### src/hw/rtl/led_seq_pkg.sv
package led_seq_pkg;

  // command codes carried in the mode field
  localparam logic [1:0] MODE_TICK   = 2'd0;
  localparam logic [1:0] MODE_RAW    = 2'd1;
  localparam logic [1:0] MODE_DIGIT  = 2'd2;
  localparam logic [1:0] MODE_BRIGHT = 2'd3;

  localparam logic [7:0] CMD_FIXED_ADDR = 8'h44;
  localparam logic [7:0] CMD_ADDR_BASE  = 8'hC0;
  localparam logic [7:0] CMD_DISP_BASE  = 8'h88;

  // a brightness-only sequence is the tail of the display sequence
  localparam logic [7:0] BRIGHT_BASE = 8'd91;
  localparam logic [7:0] SEQ_SLOTS   = 8'd123;

  localparam logic [3:0] DIGIT_MAX    = 4'd9;
  localparam logic [2:0] DIGIT_POSMAX = 3'd3;

  // byte sources
  localparam logic [1:0] SEL_FIXED  = 2'd0;
  localparam logic [1:0] SEL_ADDR   = 2'd1;
  localparam logic [1:0] SEL_SEGS   = 2'd2;
  localparam logic [1:0] SEL_BRIGHT = 2'd3;

  typedef enum logic [1:0] {
    PART_START,
    PART_BYTE,
    PART_ACK,
    PART_STOP
  } part_t;

  typedef struct packed {
    logic       done;   // slot beyond the sequence
    logic       last;   // final slot of the sequence
    logic       first;  // first slot of a byte
    part_t      ptype;
    logic [1:0] sel;
    logic [1:0] off;    // offset inside an ack or stop
  } slot_dec_t;

  typedef struct packed {
    logic clk_level;
    logic dio_level;
    logic dio_drive;
    logic busy_res;
    logic accepted;
  } res_t;

  function automatic logic [7:0] digit_seg(input logic [3:0] d);
    logic [7:0] s;
    case (d)
      4'd0: s = 8'h3f;
      4'd1: s = 8'h06;
      4'd2: s = 8'h5b;
      4'd3: s = 8'h4f;
      4'd4: s = 8'h66;
      4'd5: s = 8'h6d;
      4'd6: s = 8'h7d;
      4'd7: s = 8'h07;
      4'd8: s = 8'h7f;
      4'd9: s = 8'h6f;
      default: s = 8'h00;
    endcase
    return s;
  endfunction

endpackage

### src/hw/rtl/led_seq_if.sv
interface led_seq_in_if (input logic clk);
  logic       valid;
  logic       ready;
  logic [1:0] mode;
  logic [2:0] position;
  logic [7:0] value;

  modport source (output valid, output mode, output position, output value, input ready);
  modport sink   (input valid, input mode, input position, input value, output ready);
endinterface

interface led_seq_out_if (input logic clk);
  logic valid;
  logic ready;
  logic clk_level;
  logic dio_level;
  logic dio_drive;
  logic busy_res;
  logic accepted;

  modport source (output valid, output clk_level, output dio_level, output dio_drive,
                  output busy_res, output accepted, input ready);
  modport sink   (input valid, input clk_level, input dio_level, input dio_drive,
                  input busy_res, input accepted, output ready);
endinterface

### src/hw/rtl/led_seq_decode.sv
module led_seq_decode (
  input  logic [6:0]             slot,
  input  logic                   kind,
  output led_seq_pkg::slot_dec_t dec
);
  import led_seq_pkg::*;

  logic [7:0] e;

  assign e = kind ? ({1'b0, slot} + BRIGHT_BASE) : {1'b0, slot};

  always_comb begin
    logic [7:0] d;
    d = 8'd0;
    dec = '0;
    dec.ptype = PART_START;
    if (e >= SEQ_SLOTS) begin
      dec.done = 1'b1;
    end else if (e == 8'd0 || e == 8'd32 || e == BRIGHT_BASE) begin
      dec.ptype = PART_START;
    end else if (e <= 8'd24) begin
      dec.ptype = PART_BYTE;
      dec.sel   = SEL_FIXED;
      dec.first = (e == 8'd1);
    end else if (e <= 8'd27) begin
      dec.ptype = PART_ACK;
      d = e - 8'd25;
      dec.off = d[1:0];
    end else if (e <= 8'd31) begin
      dec.ptype = PART_STOP;
      d = e - 8'd28;
      dec.off = d[1:0];
    end else if (e <= 8'd56) begin
      dec.ptype = PART_BYTE;
      dec.sel   = SEL_ADDR;
      dec.first = (e == 8'd33);
    end else if (e <= 8'd59) begin
      dec.ptype = PART_ACK;
      d = e - 8'd57;
      dec.off = d[1:0];
    end else if (e <= 8'd83) begin
      dec.ptype = PART_BYTE;
      dec.sel   = SEL_SEGS;
      dec.first = (e == 8'd60);
    end else if (e <= 8'd86) begin
      dec.ptype = PART_ACK;
      d = e - 8'd84;
      dec.off = d[1:0];
    end else if (e <= 8'd90) begin
      dec.ptype = PART_STOP;
      d = e - 8'd87;
      dec.off = d[1:0];
    end else if (e <= 8'd115) begin
      dec.ptype = PART_BYTE;
      dec.sel   = SEL_BRIGHT;
      dec.first = (e == 8'd92);
    end else if (e <= 8'd118) begin
      dec.ptype = PART_ACK;
      d = e - 8'd116;
      dec.off = d[1:0];
    end else begin
      dec.ptype = PART_STOP;
      d = e - 8'd119;
      dec.off = d[1:0];
      dec.last = (e == SEQ_SLOTS - 8'd1);
    end
  end

endmodule

### src/hw/rtl/led_seq_core.sv
module led_seq_core (
  input  logic              clk,
  input  logic              rst_n,
  input  logic              step,
  input  logic [1:0]        mode,
  input  logic [2:0]        position,
  input  logic [7:0]        value,
  input  logic              cfg_we,
  input  logic [2:0]        cfg_data,
  output led_seq_pkg::res_t res
);
  import led_seq_pkg::*;

  logic [2:0] bright_r;
  logic [6:0] slot_r, slot_nxt;
  logic       kind_r, kind_nxt;
  logic [7:0] shift_r, shift_nxt;
  logic [2:0] addr_r, addr_nxt;
  logic [7:0] segs_r, segs_nxt;
  logic       clk_r, clk_nxt;
  logic       dio_r, dio_nxt;
  logic       drive_r, drive_nxt;
  logic       busy_r, busy_nxt;
  logic [1:0] phase_r, phase_nxt;

  slot_dec_t dec;

  led_seq_decode u_decode (
    .slot (slot_r),
    .kind (kind_r),
    .dec  (dec)
  );

  always_comb begin
    logic       acc;
    logic [7:0] cur;
    acc       = 1'b0;
    slot_nxt  = slot_r;
    kind_nxt  = kind_r;
    shift_nxt = shift_r;
    addr_nxt  = addr_r;
    segs_nxt  = segs_r;
    clk_nxt   = clk_r;
    dio_nxt   = dio_r;
    drive_nxt = drive_r;
    busy_nxt  = busy_r;
    phase_nxt = phase_r;
    cur       = shift_r;

    if (mode == MODE_TICK) begin
      if (busy_r) begin
        if (dec.done) begin
          busy_nxt = 1'b0;
          slot_nxt = '0;
        end else begin
          case (dec.ptype)
            PART_START: begin
              dio_nxt   = 1'b0;
              drive_nxt = 1'b1;
            end
            PART_BYTE: begin
              if (dec.first) begin
                case (dec.sel)
                  SEL_FIXED:  cur = CMD_FIXED_ADDR;
                  SEL_ADDR:   cur = CMD_ADDR_BASE | {5'd0, addr_r};
                  SEL_SEGS:   cur = segs_r;
                  SEL_BRIGHT: cur = CMD_DISP_BASE | {5'd0, bright_r};
                  default:    cur = shift_r;
                endcase
              end
              shift_nxt = cur;
              case (phase_r)
                2'd0: begin
                  clk_nxt   = 1'b0;
                  drive_nxt = 1'b1;
                end
                2'd1: begin
                  dio_nxt   = cur[0];
                  shift_nxt = {1'b0, cur[7:1]};
                end
                default: clk_nxt = 1'b1;
              endcase
              phase_nxt = (phase_r == 2'd2) ? 2'd0 : phase_r + 2'd1;
            end
            PART_ACK: begin
              if (dec.off == 2'd0) begin
                drive_nxt = 1'b0;
                clk_nxt   = 1'b0;
              end else if (dec.off == 2'd2) begin
                clk_nxt = 1'b1;
              end
            end
            default: begin
              case (dec.off)
                2'd0: begin
                  clk_nxt   = 1'b0;
                  drive_nxt = 1'b1;
                end
                2'd1: dio_nxt = 1'b0;
                2'd2: clk_nxt = 1'b1;
                default: dio_nxt = 1'b1;
              endcase
            end
          endcase
          if (dec.last) begin
            slot_nxt = '0;
            busy_nxt = 1'b0;
          end else begin
            slot_nxt = slot_r + 7'd1;
          end
        end
      end
    end else if (!busy_r) begin
      case (mode)
        MODE_RAW: begin
          addr_nxt = position;
          segs_nxt = value;
          kind_nxt = 1'b0;
          acc      = 1'b1;
        end
        MODE_DIGIT: begin
          if (position <= DIGIT_POSMAX && value <= {4'd0, DIGIT_MAX}) begin
            addr_nxt = position;
            segs_nxt = digit_seg(value[3:0]);
            kind_nxt = 1'b0;
            acc      = 1'b1;
          end
        end
        default: begin
          kind_nxt = 1'b1;
          acc      = 1'b1;
        end
      endcase
      if (acc) begin
        busy_nxt  = 1'b1;
        slot_nxt  = '0;
        phase_nxt = 2'd0;
      end
    end

    res.clk_level = clk_nxt;
    res.dio_level = drive_nxt & dio_nxt;
    res.dio_drive = drive_nxt;
    res.busy_res  = (mode == MODE_TICK) ? busy_r : busy_nxt;
    res.accepted  = acc;
  end

  always_ff @(posedge clk) begin
    if (!rst_n) begin
      bright_r <= 3'd7;
      slot_r   <= '0;
      kind_r   <= 1'b0;
      shift_r  <= '0;
      addr_r   <= '0;
      segs_r   <= '0;
      clk_r    <= 1'b1;
      dio_r    <= 1'b1;
      drive_r  <= 1'b1;
      busy_r   <= 1'b0;
      phase_r  <= 2'd0;
    end else begin
      if (cfg_we) begin
        bright_r <= cfg_data;
      end
      if (step) begin
        slot_r  <= slot_nxt;
        kind_r  <= kind_nxt;
        shift_r <= shift_nxt;
        addr_r  <= addr_nxt;
        segs_r  <= segs_nxt;
        clk_r   <= clk_nxt;
        dio_r   <= dio_nxt;
        drive_r <= drive_nxt;
        busy_r  <= busy_nxt;
        phase_r <= phase_nxt;
      end
    end
  end

  a_idle_slot_zero: assert property (@(posedge clk) disable iff (!rst_n)
    !busy_r |-> (slot_r == 7'd0 && phase_r == 2'd0))
    else $error("idle sequencer holds a nonzero slot or bit phase");

  a_release_only_busy: assert property (@(posedge clk) disable iff (!rst_n)
    !drive_r |-> busy_r)
    else $error("data wire released outside a sequence");

  a_bright_short: assert property (@(posedge clk) disable iff (!rst_n)
    kind_r |-> slot_r < 7'd32)
    else $error("brightness sequence ran past its frame");

  a_last_ends: assert property (@(posedge clk) disable iff (!rst_n)
    (step && mode == MODE_TICK && busy_r && dec.last) |=> (!busy_r && clk_r && dio_r))
    else $error("final stop slot did not return to idle wires");

endmodule

### src/hw/rtl/led_display_two_wire_sequencer.sv
// Two-wire LED display sequencer. A command transaction (raw segments, decimal
// digit or brightness only) is taken only while no sequence runs; each tick
// transaction afterwards advances the clock and data wires by one slot and
// returns their levels. A display write lasts 123 ticks, a brightness write 32.
// Every input transaction yields exactly one result in the next cycle through the
// output register, and a new transaction is accepted every cycle as long as the
// output register is empty or being drained. Brightness is written on cfg_we
// and is sampled when the brightness byte starts shifting.
module led_display_two_wire_sequencer (
  input  logic        clk,
  input  logic        rst_n,
  led_seq_in_if.sink  in_ch,
  led_seq_out_if.source out_ch,
  input  logic        cfg_we,
  input  logic [2:0]  cfg_data
);
  import led_seq_pkg::*;

  logic out_valid_r;
  res_t out_r;
  res_t res;
  logic step;

  assign in_ch.ready = !out_valid_r || out_ch.ready;
  assign step        = in_ch.valid && in_ch.ready;

  led_seq_core u_core (
    .clk      (clk),
    .rst_n    (rst_n),
    .step     (step),
    .mode     (in_ch.mode),
    .position (in_ch.position),
    .value    (in_ch.value),
    .cfg_we   (cfg_we),
    .cfg_data (cfg_data),
    .res      (res)
  );

  always_ff @(posedge clk) begin
    if (!rst_n) begin
      out_valid_r <= 1'b0;
    end else if (step) begin
      out_valid_r <= 1'b1;
    end else if (out_ch.ready) begin
      out_valid_r <= 1'b0;
    end
  end

  // hold the result until the sink takes it
  always_ff @(posedge clk) begin
    if (step) begin
      out_r <= res;
    end
  end

  assign out_ch.valid     = out_valid_r;
  assign out_ch.clk_level = out_r.clk_level;
  assign out_ch.dio_level = out_r.dio_level;
  assign out_ch.dio_drive = out_r.dio_drive;
  assign out_ch.busy_res  = out_r.busy_res;
  assign out_ch.accepted  = out_r.accepted;

endmodule
### src/flat_wrapper.sv
// flat-port wrapper written by rule: the top's interface ports become plain ports
module led_display_two_wire_sequencer_flat import led_seq_pkg::*;
  (clk, rst_n, cfg_we, cfg_data, in_ch_valid, in_ch_mode, in_ch_position, in_ch_value, in_ch_ready, out_ch_valid, out_ch_clk_level, out_ch_dio_level, out_ch_dio_drive, out_ch_busy_res, out_ch_accepted, out_ch_ready);
  led_seq_in_if in_ch_i (.clk(clk));
  led_seq_out_if out_ch_i (.clk(clk));
  input  logic clk;
  input  logic rst_n;
  input  logic cfg_we;
  input  logic [2:0] cfg_data;
  input wire logic [$bits(in_ch_i.valid)-1:0] in_ch_valid;
  input wire logic [$bits(in_ch_i.mode)-1:0] in_ch_mode;
  input wire logic [$bits(in_ch_i.position)-1:0] in_ch_position;
  input wire logic [$bits(in_ch_i.value)-1:0] in_ch_value;
  output wire logic [$bits(in_ch_i.ready)-1:0] in_ch_ready;
  output wire logic [$bits(out_ch_i.valid)-1:0] out_ch_valid;
  output wire logic [$bits(out_ch_i.clk_level)-1:0] out_ch_clk_level;
  output wire logic [$bits(out_ch_i.dio_level)-1:0] out_ch_dio_level;
  output wire logic [$bits(out_ch_i.dio_drive)-1:0] out_ch_dio_drive;
  output wire logic [$bits(out_ch_i.busy_res)-1:0] out_ch_busy_res;
  output wire logic [$bits(out_ch_i.accepted)-1:0] out_ch_accepted;
  input wire logic [$bits(out_ch_i.ready)-1:0] out_ch_ready;
  assign in_ch_i.valid = in_ch_valid;
  assign in_ch_i.mode = in_ch_mode;
  assign in_ch_i.position = in_ch_position;
  assign in_ch_i.value = in_ch_value;
  assign in_ch_ready = in_ch_i.ready;
  assign out_ch_valid = out_ch_i.valid;
  assign out_ch_clk_level = out_ch_i.clk_level;
  assign out_ch_dio_level = out_ch_i.dio_level;
  assign out_ch_dio_drive = out_ch_i.dio_drive;
  assign out_ch_busy_res = out_ch_i.busy_res;
  assign out_ch_accepted = out_ch_i.accepted;
  assign out_ch_i.ready = out_ch_ready;
  led_display_two_wire_sequencer u_core (.clk(clk), .rst_n(rst_n), .in_ch(in_ch_i), .out_ch(out_ch_i), .cfg_we(cfg_we), .cfg_data(cfg_data));
endmodule
### config.mk
export PLATFORM = sky130hd
export DESIGN_NAME = led_display_two_wire_sequencer_flat
export DESIGN_NICKNAME = d
export VERILOG_FILES = /design/src/hw/rtl/led_seq_pkg.sv /design/src/hw/rtl/led_seq_if.sv /design/src/hw/rtl/led_seq_decode.sv /design/src/hw/rtl/led_seq_core.sv /design/src/hw/rtl/led_display_two_wire_sequencer.sv /design/src/flat_wrapper.sv
export SDC_FILE = /design/constraint.sdc
export NUM_CORES = 1
export LEC_CHECK = 0
export ABC_AREA = 1
export BUFFER_PORTS_ARGS = -buffer_cell sky130_fd_sc_hd__buf_2
export CORE_ASPECT_RATIO = 1.75
export CORE_MARGIN = 4
export CORE_UTILIZATION = 45
export DETAILED_ROUTE_END_ITERATION = 8
export GPL_TIMING_DRIVEN = 0
export PLACE_DENSITY = 0.72
export RECOVER_POWER = 50
export SLEW_MARGIN = 40
export SYNTH_ARGS = -nofsm -noshare
export SYNTH_HDL_FRONTEND = slang
export SYNTH_SLANG_ARGS = --single-unit
### constraint.sdc
create_clock -name clk -period 3.59 [get_ports clk]
set_input_delay 0.1795 -clock clk [delete_from_list [all_inputs] [get_ports clk]]
set_output_delay 0.1795 -clock clk [all_outputs]
set_load 0.05 [all_outputs]
[After elaboration in Yosys (flattened, before gate mapping)]
Memories as Yosys holds them, arrays and structs flattened.
Index checks and enable logic that the tools add are counted.
Storage, ports and cells
  register bits: 42
  ROM bits: 112
  input bits: 21
  logic and storage cells: 210
  output and inout bits: 7
  memories kept: 1
Memory list
  (no name shown): depth 16, bits a word 7, rd ports 1, clocked after Yosys merged registers in 0, write ports 0, line led_seq_pkg.sv:52  | case (d)
Cells by class
  add/sub/neg operators: 10
  mux-type cells: 120
  order comparisons: 13
  equal/unequal tests: 23
  reduce and logical (&&, ||, !) cells: 22
  bitwise logic cells: 4
Operator list (number)
  $mux W2: 50
  $mux W5: 10
  $mux W7: 6
  $le A8 B7 Y1 const B: 5
  $mux W8: 5
  $mux W1: 37
  $pmux W8 S4: 1
  $eq A8 B6 Y1 const B: 3
  $eq A8 B7 Y1 const B: 3
  $le A8 B5 Y1 const B: 3
  $le A8 B6 Y1 const B: 2
  $pmux W8 S2: 1
  $eq A2 B2 Y1 const B: 6
  $eq A2 B1 Y1 const B: 5
  $logic_not A2 Y1: 5
  $reduce_and A5 Y1: 2
  $sub A2 B1 Y2 const B: 5
  $pmux W1 S3: 3
  $add A7 B7 Y8 const B: 1
  $eq A8 B1 Y1 const B: 1
  $ge A8 B7 Y1 const B: 1
  $le A8 B4 Y1 const B: 1
  $logic_not A8 Y1: 1
  $pmux W1 S2: 4
  other kinds (18): 31

[Logic depth before layout (Yosys ltp)]
Gate-level depths: netlist of run 1.
  word-level depth: 45
  gate-level depth with buffers: 26
  mapped depth without buffers: 26

[Cells and area by module]
From an unflattened synthesis of run 1, not the netlist that was laid out.
Unflattened totals
  cell total of the unflattened synthesis: 527
  area, all modules: 3405.8 µm²
By module, submodules not included
  led_seq_core: area each 2298.5 µm², sequential area each 720.7 µm², instances 1, cells each 356
  led_seq_decode: area each 905.9 µm², sequential area each 0.0 µm², instances 1, cells each 159
  led_display_two_wire_sequencer: area each 201.4 µm², sequential area each 170.2 µm², instances 1, cells each 12

[Least setup slack after synthesis of run 1]
Ideal clock, no wire load.
  kind: register -> register
  start point: register u_core.u_core.slot_r[0]
  end point: register u_core.out_r (netlist bit u_core.out_ch.dio_level), data pin
  data required time: 3.340 ns
  library setup time: 0.250 ns
  cell stages (with the launch flop): 20
  data arrival time: 2.634 ns
  period minus slack after synthesis: 2.884 ns
  path buffers: 0
  setup slack: 0.706 ns
  path through: dfxtp_1 inv_1 ha_1 o21ai_2 inv_2 ha_1 inv_1 nor2_1 nand3_1 nand2_1 nor2_8 nand2_1 a21oi_1 nand2_1 nand2_1 inv_1 nand2_1 nand2_2 inv_2 nor2_1
RTL lines
  start: declaration: line led_seq_core.sv:15  | logic [6:0] slot_r, slot_nxt;
  start signal: assignment: line led_seq_core.sv:166  | slot_r <= slot_nxt;
  end signal: assignment: line led_display_two_wire_sequencer.sv:52  | out_r <= res;
  end: declaration: line led_display_two_wire_sequencer.sv:20  | res_t out_r;

==> impl_metrics.tcl, run 1 <==
set metrics [dict create \
    status "finished, final reports clean" \
    synthArstFlopShare_pct 0 \
    n_antenna_cell 0 \
    leakage_nw 1.68 \
    core_um2 7510 \
    synth_warnings 0 \
    synth_area_leaders "dfxtp_1, nand2_1, nand3_1, a21oi_1, inv_1" \
    rows 42 \
    total_power_mw 1.43 \
    synth_enable_flop_cells 5 \
    r2r-start "u_core.u_core.slot_r[0]" \
    met2_usage_pct 37.3 \
    drc_errors 0 \
    whs_path_depth 3 \
    powerDensity_nw_per_um2 372 \
    path_clk_slew_ns 0.06 \
    min_to "u_core.u_core.bright_r[2]" \
    post-route-min-period_ns 3.19 \
    fin_skew_ns 0.00779 \
    path_max_fanout 7 \
    netlist_instances 529 \
    layout_common_cells "nand2_1, inv_1, nand3_1" \
    drive_above_1_share_pct 18.3 \
    vdd_drop_max_v 0.000389 \
    worstPathRequired_ns 3.64 \
    grt_pass1_wl_um 13900 \
    final_area_um2 3840 \
    tightest_slew_ns 0.600 \
    cts-resized-gates 0 \
    place_area_um2 3690 \
    min_path_type "in2reg" \
    max-clock-path-buffers 2 \
    fillCellCount 787 \
    cts_tree "yes" \
    overflow 0 \
    track_usage_pct 19.3 \
    use_met3_pct 2.50 \
    fmax_mhz 313 \
    die_x_um 74.2 \
    clock_latency_ns 0.29 \
    io_pins 28 \
    slowest_delay_ns 0.46 \
    portBuffers 27 \
    die_h_um 124 \
    final_cells 652 \
    avgSynthCellArea_um2 6.51 \
    dpl.cell_count 644 \
    maxCapViolations 0 \
    final_common_cell "nand2_1" \
    r2r_end "u_core.out_ch.dio_level" \
    cp-end-kind "flip-flop" \
    grt_pass1_vias 3209 \
    synth_fp_nets 564 \
    ys.flop_type "dfxtp_1" \
    clockRootBuffer "clkbuf_16" \
    crit_type "reg2reg" \
    final_nets 598 \
    drtAntennaViolNets 0 \
    drv_slew 0 \
    initial_core_util_pct 45.9 \
    hold_viol 0 \
    seq_area_frac_synth_pct 25.9 \
    yosysTopAreaCell "dfxtp_1" \
    drt-pass1-iter-count 4 \
    cts_made_buffers 5 \
    setup_tns_ns 0 \
    crit_chain "inv_1, ha_1, o21ai_2, inv_2, nand2_1, nand3_1, nor2_1, nor2_2, nor2_4, nand2_2, nand2_2, nand3_1, nand3_1, nand3_1, nand2_1, nand2_1, nand2_1, nand3_1, nand2_1, nor2_1" \
    grt_busiest_layer "met2" \
    clock-sinks 42 \
    ctsHoldBuffers 0 \
    synth-seq-cells 42 \
    grt_max_degree 14 \
    syn_area_um2 3450 \
    met1_usage_pct 18.9 \
    hp-start "cfg_data[2]" \
    htreeDepth 2 \
    place_congestion 0.923 \
    wirelength_um 8450 \
    vias 3492 \
    crit_slowest_cell "dfxtp_2" \
    arrival_ns 3.24 \
    slew_headroom_pct 60.2 \
    r2r_setup_slack_ns 0.40 \
    viasPerCell 5.36 \
    place_hpwl_um 6870 \
    synthDistinctLibCells 45 \
    timing.final.crit_share_pct 88.9 \
    rsz0062_at_grt "no" \
    wl_per_cell_um 13.0 \
    setup.worst_path.start_class "flip-flop" \
    syn_to_final_growth_pct 11.5 \
    antenna_found_initial 0 \
    setup_viol 0 \
    netlist.area_leader.share_pct 21.5 \
    die-area_um2 9180 \
    reg2reg_depth 20 \
    postCtsSetupBuffers 0 \
    initialDrtViolationCount 114 \
]
==> worst max-delay path: cells and delay by family, from the launching register on <==
family	cells	cell delay, ns
buffers and inverters	2	0.21
DFF	1	0.46
and+or+nand+nor	16	1.62
adders and majority gates	1	0.33
AOI/OAI and AO/OA	1	0.35
==> layout make-up <==
class	count	area, um2	area share, %
Clock buffer	6	129	3.35
Multi-Input combinational cell	408	2240	58.2
Buffer	8	46.3	1.20
Clock inverter	2	33.8	0.879
Timing Repair Buffer	27	124	3.22
Tap cell	88	110	2.86
Inverter	71	270	7.03
Sequential cell	42	892	23.2
==> synth_stat cells (8+ instances only) <==
library cell	number
nand4_1	12
nor2_2	10
nand3_1	47
inv_1	49
nor2_1	39
inv_2	15
nand2_2	15
o21ai_1	8
a21oi_1	43
nand2_1	144
o21ai_0	27
ha_1	14
dfxtp_1	37
==> metrics by stage <==
step	util, %	hold WS, ns	setup slack (ns)
2_1_floorplan	-	0.291	0.706
3_3_place_gp	49.1	0.400	0.242
3_5_place_dp	49.1	0.399	0.255
4_1_cts	51.3	0.105	0.236
5_1_grt	51.1	0.116	0.120
6_report	51.1	0.108	0.399
==> how the worst max path moves through the flow <==
stage	end	slack, ns	cells past startpoint	from
4_1_cts	u_core.out_ch.dio_level	0.24	20	u_core.u_core.slot_r[0]
5_1_grt	u_core.out_ch.dio_level	0.12	20	u_core.u_core.slot_r[0]
3_5_place_dp	u_core.out_ch.dio_level	0.25	20	u_core.u_core.slot_r[0]
3_3_place_gp	u_core.out_ch.dio_level	0.24	19	u_core.u_core.slot_r[0]
2_1_floorplan	u_core.out_ch.dio_level	0.71	19	u_core.u_core.slot_r[0]
6_report	u_core.out_ch.dio_level	0.40	20	u_core.u_core.slot_r[0]
==> state kept, by name, summed over array words and instances, names as in the netlist <==
register                 cells
u_core.out_ch.dio_level      1
u_core.out_ch.valid          1
u_core.u_core.segs_r         8
u_core.out_ch.accepted       1
u_core.u_core.dio_r          1
u_core.u_core.phase_r        2
u_core.u_core.shift_r        8
u_core.u_core.clk_r          1
u_core.u_core.kind_r         1
u_core.u_core.bright_r       3
u_core.u_core.slot_r         7
u_core.out_ch.clk_level      1
u_core.u_core.addr_r         3
u_core.u_core.drive_r        1
u_core.u_core.busy_r         1
u_core.out_ch.dio_drive      1
u_core.out_ch.busy_res       1
==> per-layer routing <==
metal | routed length (um) | share of wire, % | vias up
met5 | 0 | 0 | -
met4 | 383 | 4.5 | 0
met3 | 247 | 2.9 | 28
met2 | 4580 | 54 | 75
met1 | 3240 | 38 | 1587
li1 | - | - | 1802
==> kinds of logic after synthesis <==
kind of cell    count (synthesis)  share of synthesized area, %
buf+inv                        79                          9.19
compound gates                 98                          16.9
flops                          42                          25.9
fa+ha+maj                      14                          5.08
simple gates                  294                          41.9
xor+xnor                        2                          1.05
==> where the power goes <==
part	leakage, nW	total [mW]	internal, mW	switching, mW
Sequential	0.348	0.515	0.500	0.0153
Clock	0.0785	0.504	0.326	0.178
Combinational	1.25	0.410	0.125	0.285
(Power assumes the default switching activity.)
==> inputs of run 2 (changes only) <==
--- a/config.mk
+++ b/config.mk
@@ -7,7 +7,6 @@
 export LEC_CHECK = 0
 export ABC_AREA = 1
 export BUFFER_PORTS_ARGS = -buffer_cell sky130_fd_sc_hd__buf_2
-export CORE_ASPECT_RATIO = 1.75
 export CORE_MARGIN = 4
 export CORE_UTILIZATION = 45
 export DETAILED_ROUTE_END_ITERATION = 8
==> impl_metrics.tcl, run 2 (synthesis gave the netlist of run 1 again) <==
set metrics [dict create \
    switching_share_pct 38.1 \
    vias 3404 \
    whs_path_depth 3 \
    final_cells 663 \
    powerDensity_nw_per_um2 325 \
    met2_usage_pct 32.0 \
    path_clk_slew_ns 0.09 \
    final_common_cell "nand2_1" \
    crit_type "reg2reg" \
    min_path_type "in2reg" \
    post-route-min-period_ns 3.25 \
    cp-end-kind "flip-flop" \
    track_usage_pct 19.1 \
    drc_errors 0 \
    power_frac_seq_pct 41.8 \
    fmax_mhz 307 \
    slew_headroom_pct 59.9 \
    cts_tree "yes" \
    pwr-share-comb_pct 33.1 \
    place_congestion 0.925 \
    htreeDepth 2 \
    post-route-util_pct 51.6 \
    clock_latency_ns 0.30 \
    p_clk_share_pct 25.0 \
    die_h_um 95.5 \
    setup_tns_ns 0 \
    overflow 0 \
    clock-sinks 42 \
    place_hpwl_um 6410 \
    cts_made_buffers 5 \
    layout_common_cells "nand2_1, inv_1, nand3_1" \
    tightest_slew_ns 0.604 \
    worstPathRequired_ns 3.65 \
    antenna_found_initial 0 \
    maxCapViolations 0 \
    p_int_mw 0.762 \
    use_met3_pct 2.13 \
    setup.worst_path.start_class "flip-flop" \
    io_pins 28 \
    reg2reg_depth 20 \
    wirelength_um 8090 \
    die_x_um 95.5 \
    rsz0062_at_grt "no" \
    leakage_nw 1.65 \
    max-clock-path-buffers 2 \
    setup_viol 0 \
    initial_core_util_pct 47.0 \
    clockRootBuffer "clkbuf_8" \
    fillCellCount 758 \
    initialDrtViolationCount 157 \
    postCtsSetupBuffers 0 \
    viasPerCell 5.13 \
    timing.final.crit_share_pct 90.6 \
    grt_pass1_wl_um 14100 \
    status "finished, final reports clean" \
    reg.largest.list "u_core.u_core.segs_r x8, u_core.u_core.shift_r x8, u_core.u_core.slot_r x7" \
    grt_busiest_layer "met2" \
    dpl.cell_count 655 \
    path_max_fanout 7 \
    p_switching_mw 0.468 \
    drv_slew 0 \
    drive_above_1_share_pct 18.6 \
    arrival_ns 3.31 \
    die-area_um2 9120 \
    fin_skew_ns 0.00816 \
    grt_pass1_vias 3104 \
    drtAntennaViolNets 0 \
    rows 31 \
    vdd_drop_max_v 0.000227 \
    n_antenna_cell 0 \
    drt-pass1-iter-count 4 \
    grt_max_degree 15 \
    met1_usage_pct 25.7 \
    final_nets 598 \
    syn_to_final_growth_pct 9.80 \
    wl_per_cell_um 12.2 \
    core_um2 7330 \
    portBuffers 27 \
    hold_viol 0 \
]
==> run 2: changes by cell type in the layout (fill, tap and decap cells not counted) <==
| cell | delta |
|---|---|
| clkbuf_16 | -5 |
| clkbuf_8 | +5 |
| bufinv_16 | -1 |
| clkbuf_1 | -1 |
| clkinv_1 | -1 |
| clkinv_2 | +1 |
| clkinv_4 | +1 |
| inv_4 | +1 |
==> run 2: power by group through the flow <==
stage / clock [mW] / sequential (mW) / combinational [mW]
floorplan: 0 / 0.540 / 0.300
global placement: 0 / 0.525 / 0.400
detailed placement: 0 / 0.525 / 0.406
CTS: 0.316 / 0.514 / 0.407
global route: 0.340 / 0.517 / 0.462
finish: 0.308 / 0.515 / 0.408
==> run 2: final timing paths <==
kind                       startpoint                   endpoint  slack (ns)
max           u_core.u_core.slot_r[0]    u_core.out_ch.dio_level        0.34
min                       cfg_data[1]  u_core.u_core.bright_r[1]        0.09
max reg2reg   u_core.u_core.slot_r[0]    u_core.out_ch.dio_level        0.34
min reg2reg  u_core.u_core.shift_r[4]   u_core.u_core.shift_r[4]        0.47
==> run 2: timing repair <==
action | in CTS | in global routing
gates resized for setup | 0 | 1
hold buffers | 0 | 0
hold endpoints to repair | 0 | 0
setup endpoints to repair | 0 | 10
==> run 2: per-stage QoR <==
| stage | hold slack [ns] | power, mW | setup WS (ns) | area (um2) |
|---|---|---|---|---|
| 3_3_place_gp | 0.393 | 0.924 | 0.229 | 3700 |
| 2_1_floorplan | 0.291 | 0.841 | 0.706 | 3450 |
| 4_1_cts | 0.0874 | 1.24 | 0.224 | 3790 |
| 6_report | 0.0920 | 1.23 | 0.337 | 3780 |
| 5_1_grt | 0.110 | 1.32 | 0.0201 | 3780 |
| 3_5_place_dp | 0.401 | 0.931 | 0.239 | 3700 |
==> run 2: final cells by class <==
cell class / instances / area, um2 / share of cell area, %
inverter: 71 / 270 / 7.14
buffer: 8 / 46.3 / 1.22
tap: 99 / 124 / 3.27
sequential: 42 / 892 / 23.6
clock buffer: 5 / 68.8 / 1.82
multi-input combinational: 408 / 2240 / 59.2
clock inverter: 3 / 20.0 / 0.529
timing repair buffer: 27 / 124 / 3.27
==> run 2: worst max-delay path, stage by stage (launching register included) <==
cell and delay (ns):
dfxtp_2 0.47, inv_1 0.11, ha_1 0.33, o21ai_2 0.39
inv_2 0.10, nand2_1 0.13, nand3_1 0.09, nor2_1 0.15
nor2_2 0.06, nor2_4 0.10, nand2_2 0.11, nand2_2 0.11
nand3_1 0.19, nand3_1 0.16, nand3_1 0.12, nand2_1 0.08
nand2_1 0.05, nand2_1 0.07, nand3_1 0.09, nand2_1 0.07
nor2_1 0.04
==> run 2: routing by layer <==
metal | vias to the layer above | part of all wire, %
met4 | 0 | 1.2
met5 | - | 0
met3 | 10 | 3.6
met2 | 69 | 46
li1 | 1796 | -
met1 | 1529 | 49
